[src/hdl/kvmt_pkg.sv]
// ----------------------------------------------------------------------------
// kvmt_pkg: shared definitions for the key/value map table
// Operation codes, default sizes and the control bundle broadcast to cells.
// ----------------------------------------------------------------------------
package kvmt_pkg;

  localparam int CAPACITY_DEF   = 16;
  localparam int KEY_BITS_DEF   = 32;
  localparam int VALUE_BITS_DEF = 32;

  localparam logic [1:0] OP_ADD    = 2'd0;
  localparam logic [1:0] OP_SEARCH = 2'd1;
  localparam logic [1:0] OP_REMOVE = 2'd2;

  // Control bundle sent from the sequencer to every slot cell.
  typedef struct packed {
    logic       exec;    // update cycle of a transaction
    logic [1:0] op;      // operation code of the transaction
    logic       no_hit;  // no slot holds the requested key
  } kvmt_ctl_t;

endpackage

[src/hdl/kvmt_cell.sv]
// ----------------------------------------------------------------------------
// kvmt_cell: one slot of the key/value map table
// Holds a key, a value and a valid bit, compares against the request key and
// passes free, hit and read-data information on to the next cell of the row.
// ----------------------------------------------------------------------------
module kvmt_cell #(
  parameter int KEY_BITS   = kvmt_pkg::KEY_BITS_DEF,
  parameter int VALUE_BITS = kvmt_pkg::VALUE_BITS_DEF
) (
  input  logic                    clk,
  input  logic                    rst_n,
  input  kvmt_pkg::kvmt_ctl_t     ctl,
  input  logic [KEY_BITS-1:0]     req_key,
  input  logic [VALUE_BITS-1:0]   req_value,
  input  logic                    free_in,
  output logic                    free_out,
  input  logic                    hit_in,
  output logic                    hit_out,
  input  logic [VALUE_BITS-1:0]   rd_in,
  output logic [VALUE_BITS-1:0]   rd_out
);

  logic                  valid_r;
  logic                  valid_nxt;
  logic [KEY_BITS-1:0]   key_r;
  logic [VALUE_BITS-1:0] value_r;
  logic                  match;
  logic                  insert;

  assign match    = valid_r && (key_r == req_key);
  assign free_out = free_in || !valid_r;
  assign hit_out  = hit_in || match;
  assign rd_out   = rd_in | (match ? value_r : '0);

  // Only the lowest free slot takes a new pair.
  assign insert = ctl.exec && (ctl.op == kvmt_pkg::OP_ADD) && ctl.no_hit &&
                  !valid_r && !free_in;

  always_comb begin
    valid_nxt = valid_r;
    if (insert) begin
      valid_nxt = 1'b1;
    end else if (ctl.exec && match && (ctl.op == kvmt_pkg::OP_REMOVE)) begin
      valid_nxt = 1'b0;
    end
  end

  always_ff @(posedge clk) begin
    if (!rst_n) begin
      valid_r <= 1'b0;
    end else begin
      valid_r <= valid_nxt;
    end
  end

  always_ff @(posedge clk) begin
    if (insert) begin
      key_r   <= req_key;
      value_r <= req_value;
    end else if (ctl.exec && match && (ctl.op == kvmt_pkg::OP_ADD)) begin
      value_r <= req_value;
    end
  end

endmodule

[src/hdl/key_value_map_table_core.sv]
// ----------------------------------------------------------------------------
// key_value_map_table_core: associative map of unique keys to values
// A row of slot cells searched in parallel, with a small sequencer on top.
// ----------------------------------------------------------------------------
// Usage:
// A request transaction is accepted at a rising edge where start is high and
// busy is low; it carries an operation (add/update, search, remove), a key
// and, for add, a value. The request is registered on acceptance and busy is
// raised for one cycle. In that cycle every cell compares its stored key with
// the request key, the row resolves the hit, the read value and the lowest
// free slot, and the table is updated at the end of the cycle.
// The result transaction appears in the following cycle: out_valid is high
// for exactly one cycle together with the old, found or removed value, the
// hit flag, the full flag for a refused add and the new entry count.
// A new request is not accepted while busy is high, that is while the cell
// row does its compare and update. Results cannot be stalled by
// the receiver; they must be taken in the cycle they are shown.
// A synchronous reset empties the table (all valid bits cleared, count zero)
// and drops any request in flight. Stored keys and values need no reset.
// ----------------------------------------------------------------------------
module key_value_map_table_core #(
  parameter int CAPACITY   = kvmt_pkg::CAPACITY_DEF,
  parameter int KEY_BITS   = kvmt_pkg::KEY_BITS_DEF,
  parameter int VALUE_BITS = kvmt_pkg::VALUE_BITS_DEF,
  parameter int CNT_BITS   = $clog2(CAPACITY + 1)
) (
  input  logic                         clk,
  input  logic                         rst_n,
  input  logic                         start,
  output logic                         busy,
  input  logic [1:0]                   in_req_type,
  input  logic signed [KEY_BITS-1:0]   in_req_key,
  input  logic signed [VALUE_BITS-1:0] in_req_value,
  output logic                         out_valid,
  output logic signed [VALUE_BITS-1:0] out_resp_value,
  output logic                         out_hit,
  output logic                         out_full_refused,
  output logic [CNT_BITS-1:0]          out_entry_count
);

  // Request registers, loaded when a transaction is accepted.
  logic                  busy_r;
  logic [1:0]            op_r;
  logic [KEY_BITS-1:0]   key_r;
  logic [VALUE_BITS-1:0] value_r;

  logic [CNT_BITS-1:0]   pair_count_r;
  logic [CNT_BITS-1:0]   pair_count_nxt;

  // Result registers.
  logic                  out_valid_r;
  logic [VALUE_BITS-1:0] resp_value_r;
  logic                  hit_r;
  logic                  refused_r;

  // Chains that run through the row of cells.
  logic                  free_chain [CAPACITY+1];
  logic                  hit_chain  [CAPACITY+1];
  logic [VALUE_BITS-1:0] rd_chain   [CAPACITY+1];

  kvmt_pkg::kvmt_ctl_t   ctl;
  logic                  accept;
  logic                  op_known;
  logic                  any_hit;
  logic                  table_full;
  logic                  do_insert;
  logic                  do_remove;
  logic                  refused;

  assign accept = start && !busy_r;
  assign busy   = busy_r;

  assign free_chain[0] = 1'b0;
  assign hit_chain[0]  = 1'b0;
  assign rd_chain[0]   = '0;

  assign any_hit    = hit_chain[CAPACITY];
  assign table_full = !free_chain[CAPACITY];

  assign ctl.exec   = busy_r;
  assign ctl.op     = op_r;
  assign ctl.no_hit = !any_hit;

  for (genvar i = 0; i < CAPACITY; i++) begin : g_cell
    kvmt_cell #(
      .KEY_BITS   (KEY_BITS),
      .VALUE_BITS (VALUE_BITS)
    ) u_cell (
      .clk       (clk),
      .rst_n     (rst_n),
      .ctl       (ctl),
      .req_key   (key_r),
      .req_value (value_r),
      .free_in   (free_chain[i]),
      .free_out  (free_chain[i+1]),
      .hit_in    (hit_chain[i]),
      .hit_out   (hit_chain[i+1]),
      .rd_in     (rd_chain[i]),
      .rd_out    (rd_chain[i+1])
    );
  end

  // An unused operation code leaves the table alone and reports a miss.
  assign op_known  = (op_r == kvmt_pkg::OP_ADD) || (op_r == kvmt_pkg::OP_SEARCH) ||
                     (op_r == kvmt_pkg::OP_REMOVE);
  assign do_insert = (op_r == kvmt_pkg::OP_ADD) && !any_hit && !table_full;
  assign do_remove = (op_r == kvmt_pkg::OP_REMOVE) && any_hit;
  assign refused   = (op_r == kvmt_pkg::OP_ADD) && !any_hit && table_full;

  always_comb begin
    pair_count_nxt = pair_count_r;
    if (busy_r) begin
      if (do_insert) begin
        pair_count_nxt = pair_count_r + CNT_BITS'(1);
      end else if (do_remove) begin
        pair_count_nxt = pair_count_r - CNT_BITS'(1);
      end
    end
  end

  always_ff @(posedge clk) begin
    if (!rst_n) begin
      busy_r       <= 1'b0;
      out_valid_r  <= 1'b0;
      pair_count_r <= '0;
    end else begin
      busy_r       <= accept;
      out_valid_r  <= busy_r;
      pair_count_r <= pair_count_nxt;
    end
  end

  always_ff @(posedge clk) begin
    if (accept) begin
      op_r    <= in_req_type;
      key_r   <= in_req_key;
      value_r <= in_req_value;
    end
  end

  // The read chain is zero on a miss, so only the operation code gates it.
  always_ff @(posedge clk) begin
    if (busy_r) begin
      resp_value_r <= op_known ? rd_chain[CAPACITY] : '0;
      hit_r        <= op_known && any_hit;
      refused_r    <= refused;
    end
  end

  assign out_valid        = out_valid_r;
  assign out_resp_value   = resp_value_r;
  assign out_hit          = hit_r;
  assign out_full_refused = refused_r;
  assign out_entry_count  = pair_count_r;

endmodule

[config.mk]
export PLATFORM = sky130hd
export DESIGN_NAME = key_value_map_table_core
export DESIGN_NICKNAME = d
export VERILOG_FILES = /design/src/hdl/kvmt_pkg.sv /design/src/hdl/kvmt_cell.sv /design/src/hdl/key_value_map_table_core.sv
export SDC_FILE = /design/constraint.sdc
export NUM_CORES = 1
export LEC_CHECK = 0
export BUFFER_PORTS_ARGS = -buffer_cell sky130_fd_sc_hd__buf_4
export CAP_MARGIN = 20
export CORE_MARGIN = 2
export CORE_UTILIZATION = 40
export CTS_BUF_LIST = sky130_fd_sc_hd__clkbuf_8
export DETAILED_ROUTE_END_ITERATION = 8
export GPL_TIMING_DRIVEN = 0
export SYNTH_ARGS = -nofsm -noshare
export SYNTH_HDL_FRONTEND = slang
export SYNTH_SLANG_ARGS = --single-unit
[constraint.sdc]
create_clock -name clk -period 6.3 [get_ports clk]
set_clock_uncertainty 0.1 [all_clocks]
set_input_delay 1.89 -clock clk [delete_from_list [all_inputs] [get_ports clk]]
set_output_delay 1.89 -clock clk [all_outputs]
set_load 0.01 [all_outputs]
==> flow_summary.yaml <==
worst_setup_path:
  end_kind: "register"
  cp_cell_sequence: "buf_2 > xor2_1 > nor4_1 > nand4_1 > nor3_4 > nor4_1 > and4_1 > buf_6 > buf_2 > nand3_1 > ha_1 > a21o_1 > a21oi_1 > nand2_1 > mux2i_1 > mux2i_1"
  cp_slowest_stage_delay_ps: 1090
  cp.required_ps: 7010
  start_kind: "register"
  crit_arrival_ps: 6810
  slowest_stage: "edfxtp_1"
  cp_num_cells: 16
  cp_max_fo: 17
  path_buf_inv: 3
  crit_type: "register to register"
  crit_family: "simple AND/OR/NAND/NOR gates"
  reg2reg_depth: 16
hold_path:
  hold_path_class: "register to register"
  whs_path_depth: 2
synth:
  synthArstFlopShare_pct: 0
  synth_area_leaders: "edfxtp_1 (76%), xor2_1 (9.7%), a221oi_1 (2.6%)"
  ys_ff_latch: 1147
  yosys-top-cells-count: "edfxtp_1 (1124), xor2_1 (493), a221oi_1 (130)"
  synth.distinct_cells: 43
  netlist_area_mm2: 0.0443
  synthesis.nets: 2524
  synthXorXnorAreaFrac_pct: 10.1
  netlist.area_leader.share_pct: 76.1
  synth_top_family_by_area: "XOR/XNOR gates"
  synth_top_area_cell: "edfxtp_1"
  avgSynthCellArea_um2: 18.1
  synthFlopType: "edfxtp_1"
  synth-simple-area-share_pct: 4.07
  synth-edff-count: 1124
  synth_compound_area_share_pct: 6.17
  yosysMostFrequentCell: "edfxtp_1"
  yosysWarnings: 0
  seq_area_frac_synth_pct: 77.2
  syn_inst: 2451
  synthMuxAreaShare_pct: 0.186
  synthAdderAreaFrac_pct: 0.130
place:
  dpl.hpwl_um: 90000
  port_buffers: 109
  pre_cts_ws_ps: 25.4
  post-place-cells: 4122
  place_area_mm2: 0.0487
  place.gp.congestion: 0.874
clocking:
  cts.sinks: 1147
  cts.clk_slew.worst_paths_ps: 60
  cts_tree: "done"
  h-tree-depth: 4
  cts-buffers-inserted: 182
  ctsHoldBuffers: 0
  cts_root_buf: "clkbuf_8"
  clock_latency_ps: 900
  cts_buffer_depth: 3
global_routing:
  grt_use_total_pct: 25.2
  grt_pass1_wl_um: 197000
  antenna_found_initial: 4
  grt-ovfl-total: 0
  grt_start_max_net_pins: 33
  grt_pass1_vias: 25300
detailed_routing:
  ant_nets: 0
  drc_errors: 0
  wl_per_cell_um: 32.0
  first_pass_iters: 6
  vias_per_cell: 5.75
  drt_iter0_drc: 3825
  totalWireLength_um: 143000
  vias: 25700
cells_and_area:
  nNetsFinal: 2899
  instances_no_fill: 4470
  area_growth_pct: 18.3
  fin_area_mm2: 0.0524
  drive_above_1_share_pct: 18.6
sta:
  hold_viol_final: 0
  rsz0062_at_grt: "no"
  setup_ws_ps: 195
  min_period_over_period_pct: 96.9
  worst_pin_slew_ps: 1290
  clock.fmax_ghz: 0.164
  setup_viol: 0
  relSlewSlack_pct: 13.8
  post-route-min-period_ps: 6110
  maxSlewViolCount: 0
  final.setup.tns_ps: 0
floorplan:
  fp.coreArea_mm2: 0.110
  die-width_um: 337
  row_count: 122
  die_h_um: 337
  ios: 110
  dieArea_mm2: 0.113
  start_util_pct: 40.2
status:
  outcome: "finished, final reports clean"
power_and_ir_drop:
  cellPowerDensity_mw_per_mm2: 292
  leakagePower_nw: 17.6
  peakVddDrop_mv: 0.219
job:
  cap_violations: 0
==> metrics by stage <==
stage	util [%]	power, mW	hold slack, ps
floorplan	-	8.92	359
global placement	42.6	9.21	367
detailed placement	44.1	9.25	373
CTS	47.4	15.4	386
global route	47.5	15.7	420
finish	47.5	15.3	389
==> final timing paths <==
path	slack, ps	start	endpoint
worst max-delay path	190	key_r[31]	out_entry_count[4]
worst min-delay path	390	out_entry_count[4]	out_entry_count[4]
worst max register to register	190	key_r[31]	out_entry_count[4]
worst min register to register	390	out_entry_count[4]	out_entry_count[4]
==> where the power goes <==
part           internal (mW)  switching, mW
Clock                   3.11           3.11
Combinational          0.200          0.339
Sequential              8.43          0.137
==> final cells by class <==
cell class	instances	area [um^2]
diodes	6	15.0
clock inverters	151	1020
inverters	19	71.3
fillers	9146	57900
repair buffers	192	2510
clock buffers	183	2520
flip-flops and latches	1147	34200
plain buffers	126	866
well taps	1488	1860
multi-input cells	1158	9340
==> worst register-to-register path: stages, from the launching register on <==
cell and delay (ps):
edfxtp_1 1090, buf_2 560, xor2_1 140, nor4_1 480, nand4_1 350, nor3_4 990
nor4_1 190, and4_1 250, buf_6 140, buf_2 230, nand3_1 240, ha_1 320
a21o_1 190, a21oi_1 240, nand2_1 80, mux2i_1 220, mux2i_1 210
==> registers in the layout, summed over array words and instances (netlist names) <==
register and cells:
busy 1, out_full_refused 1, out_hit 1, g_cell.u_cell.key_r 512
g_cell.u_cell.valid_r 16, g_cell.u_cell.value_r 512, key_r 32, value_r 32
out_valid 1, out_entry_count 5, out_resp_value 32, op_r 2
==> per-layer routing <==
layer  vias to the layer above  routed length, um  GRT usage (%)
li1                      10500                  -              -
met1                     13100              53300           32.2
met2                      1721              69000           41.2
met3                       355              14500           5.39
met4                         0               6370           11.6
met5                         -                  0              0
==> layout by cell type (no fill, tap or decap), types with 44 or more instances in the layout <==
cell type and count:
clkbuf_1 44, edfxtp_1 1124, buf_4 133, clkbuf_8 183, a221oi_1 130, xor2_1 493
inv_1 67, clkinv_1 46, nor4_1 115, buf_6 51, nand2_1 59, a22o_1 128
==> cell families (layout without fill, tap and decap cells) <==
group           count (synthesis)  after routing
fa+ha+maj                       4              4
mux                             7              7
simple gates                  314            314
buf+inv                       146            671
compound gates                320            320
xor+xnor                      513            513
other cells                     0              6
flops                        1147           1147
==> timing repair <==
action | 4_1_cts | 5_1_grt
setup endpoints to repair | 12 | 1
gates resized for setup | 1 | 0
setup buffers | 0 | 4
(Power assumes the default switching activity.)
